File: src/sv/xor_framed_packet_receiver_core_assert.svh
// Assertion macros for the packet receiver core.
// Each macro expects clk and arst_n in the scope where it is used.
`ifndef XOR_FRAMED_PACKET_RECEIVER_CORE_ASSERT_SVH
`define XOR_FRAMED_PACKET_RECEIVER_CORE_ASSERT_SVH

// Check that the consequent holds in the same cycle as the antecedent
`define XFPR_ASSERT_SAME(lbl, ante, cons) \
	lbl: assert property (@(posedge clk) disable iff (!arst_n) (ante) |-> (cons)) \
		else $error("xfpr assertion failed");

// Check that the consequent holds in the cycle after the antecedent
`define XFPR_ASSERT_NEXT(lbl, ante, cons) \
	lbl: assert property (@(posedge clk) disable iff (!arst_n) (ante) |=> (cons)) \
		else $error("xfpr assertion failed");

`endif

File: src/sv/xfpr_pkg.sv
package xfpr_pkg;

	// Frame header byte
	localparam logic [7:0] HDR_BYTE = 8'h06;

	// Number of per-type size registers
	localparam int SIZE_REGS = 4;

	// Configuration register indexes
	localparam logic [2:0] REG_NUM_TYPES  = 3'd0;
	localparam logic [2:0] REG_SIZE_TYPE0 = 3'd1;
	localparam logic [2:0] REG_SIZE_TYPE1 = 3'd2;
	localparam logic [2:0] REG_SIZE_TYPE2 = 3'd3;
	localparam logic [2:0] REG_SIZE_TYPE3 = 3'd4;

	// Configuration as seen by the frame engine
	typedef struct packed {
		logic [2:0]                  num_types;
		logic [SIZE_REGS-1:0][5:0]   size_reg;
	} cfg_t;

	// One result transaction
	typedef struct packed {
		logic [1:0] pkt_type;
		logic [4:0] byte_index;
		logic [7:0] data_byte;
		logic       last;
		logic       frame_status;
	} result_t;

	// Status from the frame engine
	typedef struct packed {
		logic burst_busy;
		logic hunting;
	} stat_t;

endpackage

File: src/sv/xor_framed_packet_receiver_core.sv
// Channel  | Handshake                  | Payload
// ---------+----------------------------+-------------------------------------------
// input    | in_valid / in_stall        | rx_byte
// output   | out_valid / out_stall      | pkt_type, byte_index, data_byte, last,
//          |                            | frame_status
// config   | cfg_valid / cfg_ready      | cfg_index, cfg_data
//
// Header, type, length and payload bytes are taken at one per cycle unless in_stall is high.
// On a good checksum the input stalls while the payload store is swept, one read
// per cycle through its single read port while the output is not stalled.
// A bad checksum posts one error result; the checksum byte stalls until the output register is free.
// Reset clears the parser and output control; the payload store is not cleared.
// cfg_ready is always high.
`include "xor_framed_packet_receiver_core_assert.svh"

module xor_framed_packet_receiver_core #(
	parameter int NUM_TYPES   = 4,
	parameter int MAX_PAYLOAD = 32
) (
	input  logic       clk,
	input  logic       arst_n,
	input  logic       in_valid,
	output logic       in_stall,
	input  logic [7:0] rx_byte,
	output logic       out_valid,
	input  logic       out_stall,
	output logic [1:0] pkt_type,
	output logic [4:0] byte_index,
	output logic [7:0] data_byte,
	output logic       last,
	output logic       frame_status,
	input  logic       cfg_valid,
	output logic       cfg_ready,
	input  logic [2:0] cfg_index,
	input  logic [5:0] cfg_data
);

	import xfpr_pkg::*;

	localparam int PAYLOAD_LIMIT = (MAX_PAYLOAD < 32) ? MAX_PAYLOAD : 32;
	localparam int AW            = (PAYLOAD_LIMIT > 1) ? $clog2(PAYLOAD_LIMIT) : 1;

	logic [2:0]  num_types_q;
	logic [5:0]  size_q [SIZE_REGS];
	cfg_t        cfg;
	result_t     res;
	stat_t       stat;
	logic        mem_we;
	logic [AW-1:0] mem_waddr;
	logic [7:0]  mem_wdata;
	logic        mem_re;
	logic [AW-1:0] mem_raddr;
	logic [7:0]  mem_rdata;
	logic        cfg_acc;

	assign cfg_ready = 1'b1;
	assign cfg_acc   = cfg_valid && cfg_ready;

	// Hold configuration registers
	always_ff @(posedge clk or negedge arst_n) begin
		if (!arst_n) begin
			num_types_q <= 3'd4;
			size_q[0]   <= 6'd1;
			size_q[1]   <= 6'd1;
			size_q[2]   <= 6'd1;
			size_q[3]   <= 6'd1;
		end else if (cfg_acc) begin
			case (cfg_index)
				REG_NUM_TYPES:  num_types_q <= cfg_data[2:0];
				REG_SIZE_TYPE0: size_q[0]   <= cfg_data;
				REG_SIZE_TYPE1: size_q[1]   <= cfg_data;
				REG_SIZE_TYPE2: size_q[2]   <= cfg_data;
				REG_SIZE_TYPE3: size_q[3]   <= cfg_data;
				default: begin
				end
			endcase
		end
	end

	assign cfg.num_types   = num_types_q;
	assign cfg.size_reg[0] = size_q[0];
	assign cfg.size_reg[1] = size_q[1];
	assign cfg.size_reg[2] = size_q[2];
	assign cfg.size_reg[3] = size_q[3];

	xfpr_frame #(
		.NUM_TYPES     (NUM_TYPES),
		.PAYLOAD_LIMIT (PAYLOAD_LIMIT),
		.AW            (AW)
	) u_frame (
		.clk       (clk),
		.arst_n    (arst_n),
		.cfg       (cfg),
		.in_valid  (in_valid),
		.in_stall  (in_stall),
		.rx_byte   (rx_byte),
		.out_valid (out_valid),
		.out_stall (out_stall),
		.res       (res),
		.mem_we    (mem_we),
		.mem_waddr (mem_waddr),
		.mem_wdata (mem_wdata),
		.mem_re    (mem_re),
		.mem_raddr (mem_raddr),
		.mem_rdata (mem_rdata),
		.stat      (stat)
	);

	xfpr_store #(
		.DEPTH (PAYLOAD_LIMIT),
		.AW    (AW)
	) u_store (
		.clk   (clk),
		.we    (mem_we),
		.waddr (mem_waddr),
		.wdata (mem_wdata),
		.re    (mem_re),
		.raddr (mem_raddr),
		.rdata (mem_rdata)
	);

	assign pkt_type     = res.pkt_type;
	assign byte_index   = res.byte_index;
	assign data_byte    = res.data_byte;
	assign last         = res.last;
	assign frame_status = res.frame_status;

	// Store sweep must keep new bytes out
	`XFPR_ASSERT_SAME(a_burst_stalls_input, stat.burst_busy, in_stall)
	// An error result is a single closing transaction with empty data
	`XFPR_ASSERT_SAME(a_error_shape, out_valid && frame_status,
		last && byte_index == 5'd0 && data_byte == 8'd0)
	// A type count write lands in the register
	`XFPR_ASSERT_NEXT(a_cfg_num_types, cfg_acc && cfg_index == REG_NUM_TYPES,
		num_types_q == $past(cfg_data[2:0]))

endmodule

File: src/sv/xfpr_store.sv
module xfpr_store #(
	parameter int DEPTH = 32,
	parameter int AW    = 5
) (
	input  logic          clk,
	input  logic          we,
	input  logic [AW-1:0] waddr,
	input  logic [7:0]    wdata,
	input  logic          re,
	input  logic [AW-1:0] raddr,
	output logic [7:0]    rdata
);

	logic [7:0] mem_q [DEPTH];
	logic [7:0] rdata_q;

	// Write payload byte
	always_ff @(posedge clk) begin
		if (we) begin
			mem_q[waddr] <= wdata;
		end
	end

	// Registered read, held until the next read
	always_ff @(posedge clk) begin
		if (re) begin
			rdata_q <= mem_q[raddr];
		end
	end

	assign rdata = rdata_q;

endmodule

File: src/sv/xfpr_frame.sv
module xfpr_frame #(
	parameter int NUM_TYPES     = 4,
	parameter int PAYLOAD_LIMIT = 32,
	parameter int AW            = 5
) (
	input  logic             clk,
	input  logic             arst_n,
	input  xfpr_pkg::cfg_t   cfg,
	input  logic             in_valid,
	output logic             in_stall,
	input  logic [7:0]       rx_byte,
	output logic             out_valid,
	input  logic             out_stall,
	output xfpr_pkg::result_t res,
	output logic             mem_we,
	output logic [AW-1:0]    mem_waddr,
	output logic [7:0]       mem_wdata,
	output logic             mem_re,
	output logic [AW-1:0]    mem_raddr,
	input  logic [7:0]       mem_rdata,
	output xfpr_pkg::stat_t  stat
);

	import xfpr_pkg::*;

	typedef enum logic [2:0] {
		PH_HUNT,
		PH_TYPE,
		PH_LEN,
		PH_DATA,
		PH_CSUM
	} phase_t;

	phase_t      phase_q;
	logic [1:0]  type_q;
	logic [5:0]  exp_len_q;
	logic [5:0]  cnt_q;
	logic [7:0]  xor_q;
	logic        burst_q;
	logic [5:0]  rd_idx_q;
	logic        pend_s1;
	logic [4:0]  pend_idx_s1;
	logic        pend_last_s1;
	logic        out_valid_q;
	result_t     res_q;

	logic        in_acc;
	logic        slot_free;
	logic        advance;
	logic        issue;
	logic        rd_last;
	logic [5:0]  rd_idx_nxt;
	logic [5:0]  cnt_nxt;
	logic [2:0]  type_lim;
	logic        type_ok;
	logic        len_ok;

	// Stall input during a payload burst and while an error result cannot be posted
	assign in_stall  = burst_q || pend_s1 || (phase_q == PH_CSUM && out_valid_q);
	assign in_acc    = in_valid && !in_stall;
	assign slot_free = !out_valid_q || !out_stall;
	assign advance   = pend_s1 && slot_free;
	assign issue     = burst_q && (!pend_s1 || slot_free);

	assign rd_idx_nxt = rd_idx_q + 6'd1;
	assign rd_last    = (rd_idx_nxt == exp_len_q);
	assign cnt_nxt    = cnt_q + 6'd1;

	// Clamp the accepted type count to the size registers and the build limit
	always_comb begin
		type_lim = (cfg.num_types > 3'(SIZE_REGS)) ? 3'(SIZE_REGS) : cfg.num_types;
		if (NUM_TYPES < SIZE_REGS && type_lim > 3'(NUM_TYPES)) begin
			type_lim = 3'(NUM_TYPES);
		end
	end

	assign type_ok = rx_byte < {5'b0, type_lim};
	assign len_ok  = (rx_byte == {2'b0, cfg.size_reg[type_q]}) && (rx_byte != 8'd0) &&
		(rx_byte <= 8'(PAYLOAD_LIMIT));

	// Store payload bytes; reads happen only while input is stalled
	assign mem_we    = in_acc && (phase_q == PH_DATA) && (cnt_q < 6'(PAYLOAD_LIMIT));
	assign mem_waddr = cnt_q[AW-1:0];
	assign mem_wdata = rx_byte;
	assign mem_re    = issue;
	assign mem_raddr = rd_idx_q[AW-1:0];

	// Parse bytes, sweep the store on a good checksum, post results
	always_ff @(posedge clk or negedge arst_n) begin
		if (!arst_n) begin
			phase_q      <= PH_HUNT;
			type_q       <= 2'd0;
			exp_len_q    <= 6'd0;
			cnt_q        <= 6'd0;
			xor_q        <= 8'd0;
			burst_q      <= 1'b0;
			rd_idx_q     <= 6'd0;
			pend_s1      <= 1'b0;
			pend_idx_s1  <= 5'd0;
			pend_last_s1 <= 1'b0;
			out_valid_q  <= 1'b0;
			res_q        <= '0;
		end else begin
			// Move read data into the output register, or drop a taken result
			if (advance) begin
				out_valid_q        <= 1'b1;
				res_q.pkt_type     <= type_q;
				res_q.byte_index   <= pend_idx_s1;
				res_q.data_byte    <= mem_rdata;
				res_q.last         <= pend_last_s1;
				res_q.frame_status <= 1'b0;
			end else if (out_valid_q && !out_stall) begin
				out_valid_q <= 1'b0;
			end

			// Issue the next store read
			if (issue) begin
				pend_s1      <= 1'b1;
				pend_idx_s1  <= rd_idx_q[4:0];
				pend_last_s1 <= rd_last;
				rd_idx_q     <= rd_idx_nxt;
				if (rd_last) begin
					burst_q <= 1'b0;
				end
			end else if (advance) begin
				pend_s1 <= 1'b0;
			end

			// Advance the frame parser
			if (in_acc) begin
				case (phase_q)
					PH_HUNT: begin
						if (rx_byte == HDR_BYTE) begin
							phase_q <= PH_TYPE;
						end
					end
					PH_TYPE: begin
						if (type_ok) begin
							type_q  <= rx_byte[1:0];
							phase_q <= PH_LEN;
						end else begin
							phase_q <= PH_HUNT;
						end
					end
					PH_LEN: begin
						if (len_ok) begin
							exp_len_q <= rx_byte[5:0];
							xor_q     <= rx_byte;
							cnt_q     <= 6'd0;
							phase_q   <= PH_DATA;
						end else begin
							exp_len_q <= 6'd0;
							phase_q   <= PH_HUNT;
						end
					end
					PH_DATA: begin
						xor_q <= xor_q ^ rx_byte;
						cnt_q <= cnt_nxt;
						if (cnt_nxt >= exp_len_q) begin
							phase_q <= PH_CSUM;
						end
					end
					PH_CSUM: begin
						if (rx_byte == xor_q) begin
							burst_q  <= 1'b1;
							rd_idx_q <= 6'd0;
						end else begin
							out_valid_q        <= 1'b1;
							res_q.pkt_type     <= type_q;
							res_q.byte_index   <= 5'd0;
							res_q.data_byte    <= 8'd0;
							res_q.last         <= 1'b1;
							res_q.frame_status <= 1'b1;
						end
						cnt_q   <= 6'd0;
						phase_q <= PH_HUNT;
					end
					default: begin
						phase_q <= PH_HUNT;
					end
				endcase
			end
		end
	end

	assign out_valid       = out_valid_q;
	assign res             = res_q;
	assign stat.burst_busy = burst_q || pend_s1;
	assign stat.hunting    = (phase_q == PH_HUNT);

endmodule

File: config.mk
export PLATFORM = sky130hd
export DESIGN_NAME = xor_framed_packet_receiver_core
export DESIGN_NICKNAME = d
export VERILOG_FILES = /design/src/sv/xfpr_pkg.sv /design/src/sv/xor_framed_packet_receiver_core.sv /design/src/sv/xfpr_store.sv /design/src/sv/xfpr_frame.sv
export VERILOG_INCLUDE_DIRS = /design/src /design/src/sv
export SDC_FILE = /design/constraint.sdc
export NUM_CORES = 1
export LEC_CHECK = 0
export ABC_AREA = 1
export BUFFER_PORTS_ARGS = -buffer_cell sky130_fd_sc_hd__buf_2
export CAP_MARGIN = 20
export CORE_MARGIN = 2
export CORE_UTILIZATION = 34
export DETAILED_ROUTE_END_ITERATION = 10
export PLACE_DENSITY_LB_ADDON = 0.12
export SYNTH_ARGS = -nofsm -noshare
export SYNTH_HDL_FRONTEND = slang
export SYNTH_SLANG_ARGS = --single-unit
File: constraint.sdc
create_clock -name clk -period 2.08 [get_ports clk]
set_input_delay 0.416 -clock clk [delete_from_list [all_inputs] [get_ports clk]]
set_output_delay 0.416 -clock clk [all_outputs]
set_load 0.01 [all_outputs]
==> results.txt <==
The run finished with clean final reports. The placement-stage worst setup slack came out at -0.0348 ns. The number of top-level pins came out at 42. The worst vdd rail ir drop came out at 0.000507 V. The fraction of layout instances using a drive strength above 1 came out at 0.220.

The floorplan step set the die height to 213 um. Counting stages on the worst path, the most repeated cell is sky130_fd_sc_hd__buf_12. The post-synthesis cell area is 0.0149 mm2. The final net count came out at 1,519. TritonCTS built the clock tree.

The endpoint kind of the worst setup timing path is a register. The via density per instance came out at 4.89. The clock tree skew after final layout came out at 0.0165 ns. The synthesized area divided by synthesized cell count came out at 11.3 um2.

The area of the die came out at 0.0455 mm2. CTS built an H-tree with a depth of 2. The shortest clock period the worst path allows after layout is 2.04 ns. Routability-driven placement finished with a final weighted congestion of 0.815.

The number of nets handed over by synthesis was 1,360. For this run, the leading register cell type out of synthesis is sky130_fd_sc_hd__edfxtp_1. The area growth from synthesis to layout is 23.5%. The half-perimeter wire length after placement is 27.6 mm. In this run the clock root is driven by a sky130_fd_sc_hd__clkbuf_16. The clock sink total is 348. The sequential fraction of the synthesis area is 0.673. Measured on the finished design, the core utilization comes to 0.426. The total routing usage reported by global routing is 0.184.

The total count of max-transition violations in the final report came out at 0. Of the available clock period, the critical path in the final layout requires 0.980. The number of vias after detailed routing came out at 10,258. In this run the critical register-to-register path is launched from u_frame.rd_idx_q[1]$_DFF_PN0_. The cell type with the largest total area after synthesis is sky130_fd_sc_hd__edfxtp_1. The number of detailed-routing iterations run before antenna repair is 6. The design draws 17.6 mW. The worst-case hold slack is 0.187 ns. The clock latency on the worst-skew pair is 0.55 ns.

Along the worst path, the maximum fanout reaches 11. The CTS clock-pin slew for the worst setup and hold paths is 0.06 ns. The worst hold path begins at cfg_data[0].

The relative slew slack is 0.643. The number of antenna violations at the first check in global routing was 2. The count of routing violations after the opening detailed-route iteration came out at 823. Setup repair after global routing could not meet its margin everywhere.

The synthesis-stage register bit count is 348. The leakage power total is 7.32 nW. Measured along the x axis, the die boundary spans 213 um.

Walking the worst path, the cells encountered are buf_12 > nand2_1 > buf_12 > o21ai_0 > a21oi_1 > o31ai_1 > buf_4. The number of buffers and inverters on the critical path is 3. The count of standard-cell rows is 76. The dominant delay contributor by cell family on the critical path is compound AO/OA/AOI/OAI gates. The most critical setup path has its startpoint at u_frame.rd_idx_q[1]$_DFF_PN0_.

The total congestion overflow after global routing came out at 0. The number of buffers inserted by port buffering is 40. The number of standard cells after synthesis came out at 1,325. The first global-routing pass estimated 62.1 mm of wire. The final number of setup-violating endpoints is 0.

The arrival time of data at the critical path endpoint is 2.44 ns. In the post-synthesis netlist, the biggest area contributors are sky130_fd_sc_hd__edfxtp_1 53%, sky130_fd_sc_hd__dfrtp_1 13%, sky130_fd_sc_hd__nand2_1 7.3%. The area fraction of the dominant cell type after synthesis is 0.532.

Among all stages on the critical path, the largest delay is contributed by sky130_fd_sc_hd__dfrtp_1. During synthesis, Yosys emitted a total of 0 warnings. For this run, the slowest stage of the critical path takes 0.45 ns. The area inside the core boundary came out at 0.0432 mm2. By startpoint and endpoint, the worst setup path is classified as register to register. Data on the critical path is required at its endpoint by 2.48 ns. Based on the critical path, the design can be clocked at up to 490 MHz. The via count of the first global-routing pass came to 10,061.

No sink is reached through more buffers than the 3 on the longest clock path. The max-capacitance violation count came out at 0. In the routed design, unresolved DRC markers number 0.

The pin count of the biggest net entering global routing is 63. Of all flip-flops after synthesis, the portion carrying an async set or reset was 0.241. In this run, synthesis inferred 264 flip-flops with an integrated enable.

TritonCTS created 40 clock buffers. In the post-route analysis, the smallest setup slack over all paths is 0.0406 ns. The average wire per cell in the routed design came out at 19.5 um. The number of failing hold endpoints at the final stage is 0. For the pin with the worst max-slew slack, the measured transition is 0.535 ns. For this configuration, the core starts out at a cell density of 0.345. The worst setup path is launched from a register. The netlist uses 41 different library cells. The wire length reported by the detailed router came out at 41.0 mm. The total power divided by cell area came out at 954 mW/mm2. The remaining antenna violation count came out at 0. The min-delay analysis places its worst path in the category input port to register.
-- report_power, final --
part           switching (mW)  internal, mW  leakage (nW)
Sequential              0.212          7.84          3.43
Combinational            1.71          1.12          3.29
Clock                    2.72          3.97         0.603
Total                    4.64          12.9          7.32
-- cell families after synthesis --
group,after synthesis,share of synthesized area
AND/OR/NAND/NOR,525,0.151
flip-flops,348,0.673
AO/OA/AOI/OAI,266,0.0995
buffers and inverters,123,0.0337
multiplexers,32,0.0215
XOR/XNOR,17,0.00999
adder cells (fa/ha/maj),13,0.0109
other,1,0.000252
-- area by class of cell --
cell class,count,area (um2)
fillers,4142,24800
repair buffers,181,1560
clock buffers,58,1120
inverters,59,224
well taps,585,732
clock inverters,13,109
flip-flops and latches,348,10000
multi-input cells,854,4620
diodes,1,2.50
-- routing by layer --
layer	global-route usage	part of all wire
met1	0.255	0.46
met3	0.0330	0.047
met2	0.298	0.47
met4	0.0515	0.025
met5	0	0
-- cell usage in the layout (no fill, tap or decap), types with 38 or more instances in the layout --
| cell type | instances |
|---|---|
| sky130_fd_sc_hd__clkbuf_16 | 41 |
| sky130_fd_sc_hd__inv_1 | 49 |
| sky130_fd_sc_hd__buf_4 | 104 |
| sky130_fd_sc_hd__buf_2 | 38 |
| sky130_fd_sc_hd__nor2_1 | 89 |
| sky130_fd_sc_hd__nand3_1 | 70 |
| sky130_fd_sc_hd__edfxtp_1 | 264 |
| sky130_fd_sc_hd__nand2_1 | 287 |
| sky130_fd_sc_hd__o21ai_0 | 133 |
| sky130_fd_sc_hd__a21oi_1 | 51 |
| sky130_fd_sc_hd__dfrtp_1 | 78 |
-- flip-flops by register name (all words and copies together) (netlist names), 5 cells and up --
register,flops
u_frame.pend_idx_s1,5
u_frame.res,17
u_store.mem_q,256
u_frame.exp_len_q,6
u_store.rdata,8
cfg,24
u_frame.rd_idx_q,6
u_frame.cnt_q,6
u_frame.xor_q,8
-- repair_timing --
item                                    in CTS  in global routing
hold buffers                                 1                  0
buffers inserted                             0                  5
endpoints found under the setup margin       3                260
hold endpoints to repair                    31                  0
gates resized for setup                      4                 80
pin swaps                                    0                 17
-- worst register-to-register path, stage by stage (launching register included) --
cell	delay, ns
sky130_fd_sc_hd__dfrtp_1	0.45
sky130_fd_sc_hd__buf_12	0.16
sky130_fd_sc_hd__nand2_1	0.11
sky130_fd_sc_hd__buf_12	0.18
sky130_fd_sc_hd__o21ai_0	0.44
sky130_fd_sc_hd__a21oi_1	0.15
sky130_fd_sc_hd__o31ai_1	0.22
sky130_fd_sc_hd__buf_4	0.18
-- cell usage after synthesis (2+ instances only) --
cell type                    n
sky130_fd_sc_hd__xnor2_1     2
sky130_fd_sc_hd__o22ai_1    32
sky130_fd_sc_hd__inv_1      51
sky130_fd_sc_hd__nor2_1    114
sky130_fd_sc_hd__nand4_1     7
sky130_fd_sc_hd__dfrtp_1    79
sky130_fd_sc_hd__nor2_4      4
sky130_fd_sc_hd__edfxtp_1  264
sky130_fd_sc_hd__buf_2      12
sky130_fd_sc_hd__nor3_1      4
sky130_fd_sc_hd__nand2_1   291
sky130_fd_sc_hd__buf_6       3
sky130_fd_sc_hd__a22oi_1    13
sky130_fd_sc_hd__nand3_1    74
sky130_fd_sc_hd__o211ai_1   17
sky130_fd_sc_hd__o21ai_0   136
sky130_fd_sc_hd__clkbuf_1   45
sky130_fd_sc_hd__clkinv_1    2
sky130_fd_sc_hd__nand2_4     4
sky130_fd_sc_hd__nand2_2    11
sky130_fd_sc_hd__buf_1       3
sky130_fd_sc_hd__or2_2       3
sky130_fd_sc_hd__nor2_2      3
sky130_fd_sc_hd__o31ai_1     8
sky130_fd_sc_hd__nand3_2     5
sky130_fd_sc_hd__xor2_1     15
sky130_fd_sc_hd__nor4_1      2
sky130_fd_sc_hd__dfstp_2     5
sky130_fd_sc_hd__inv_2       6
sky130_fd_sc_hd__a21oi_1    56
sky130_fd_sc_hd__mux2i_1    32
sky130_fd_sc_hd__ha_1       13
-- through the flow --
step | instance area, um2 | instances | TNS [ns]
final | 18400 | 2099 | 0
after global routing | 18400 | 2098 | -1.95
after CTS | 18100 | 2093 | -0.00645
after detailed placement | 16800 | 2021 | -0.0768
after global placement | 16800 | 2021 | -0.0398
after floorplan | 14900 | 1325 | -18.05
-- worst paths after layout --
path / endpoint / cells past startpoint / slack, ns
setup / recovery: u_store.rdata[6]$_DFFE_PP_ / 7 / 0.04
hold / removal: cfg[6]$_DFFE_PN1P_ / 3 / 0.19
setup reg to reg: u_store.rdata[6]$_DFFE_PP_ / 7 / 0.04
hold reg to reg: u_frame.pend_last_s1$_DFFE_PN0P_ / 2 / 0.48
max in group asynchronous: u_frame.res[7]$_DFF_PN0_ / 3 / 1.13
min in group asynchronous: cfg[8]$_DFFE_PN0P_ / 2 / 0.39
No activity file was read; power rests on OpenSTA's default activity.
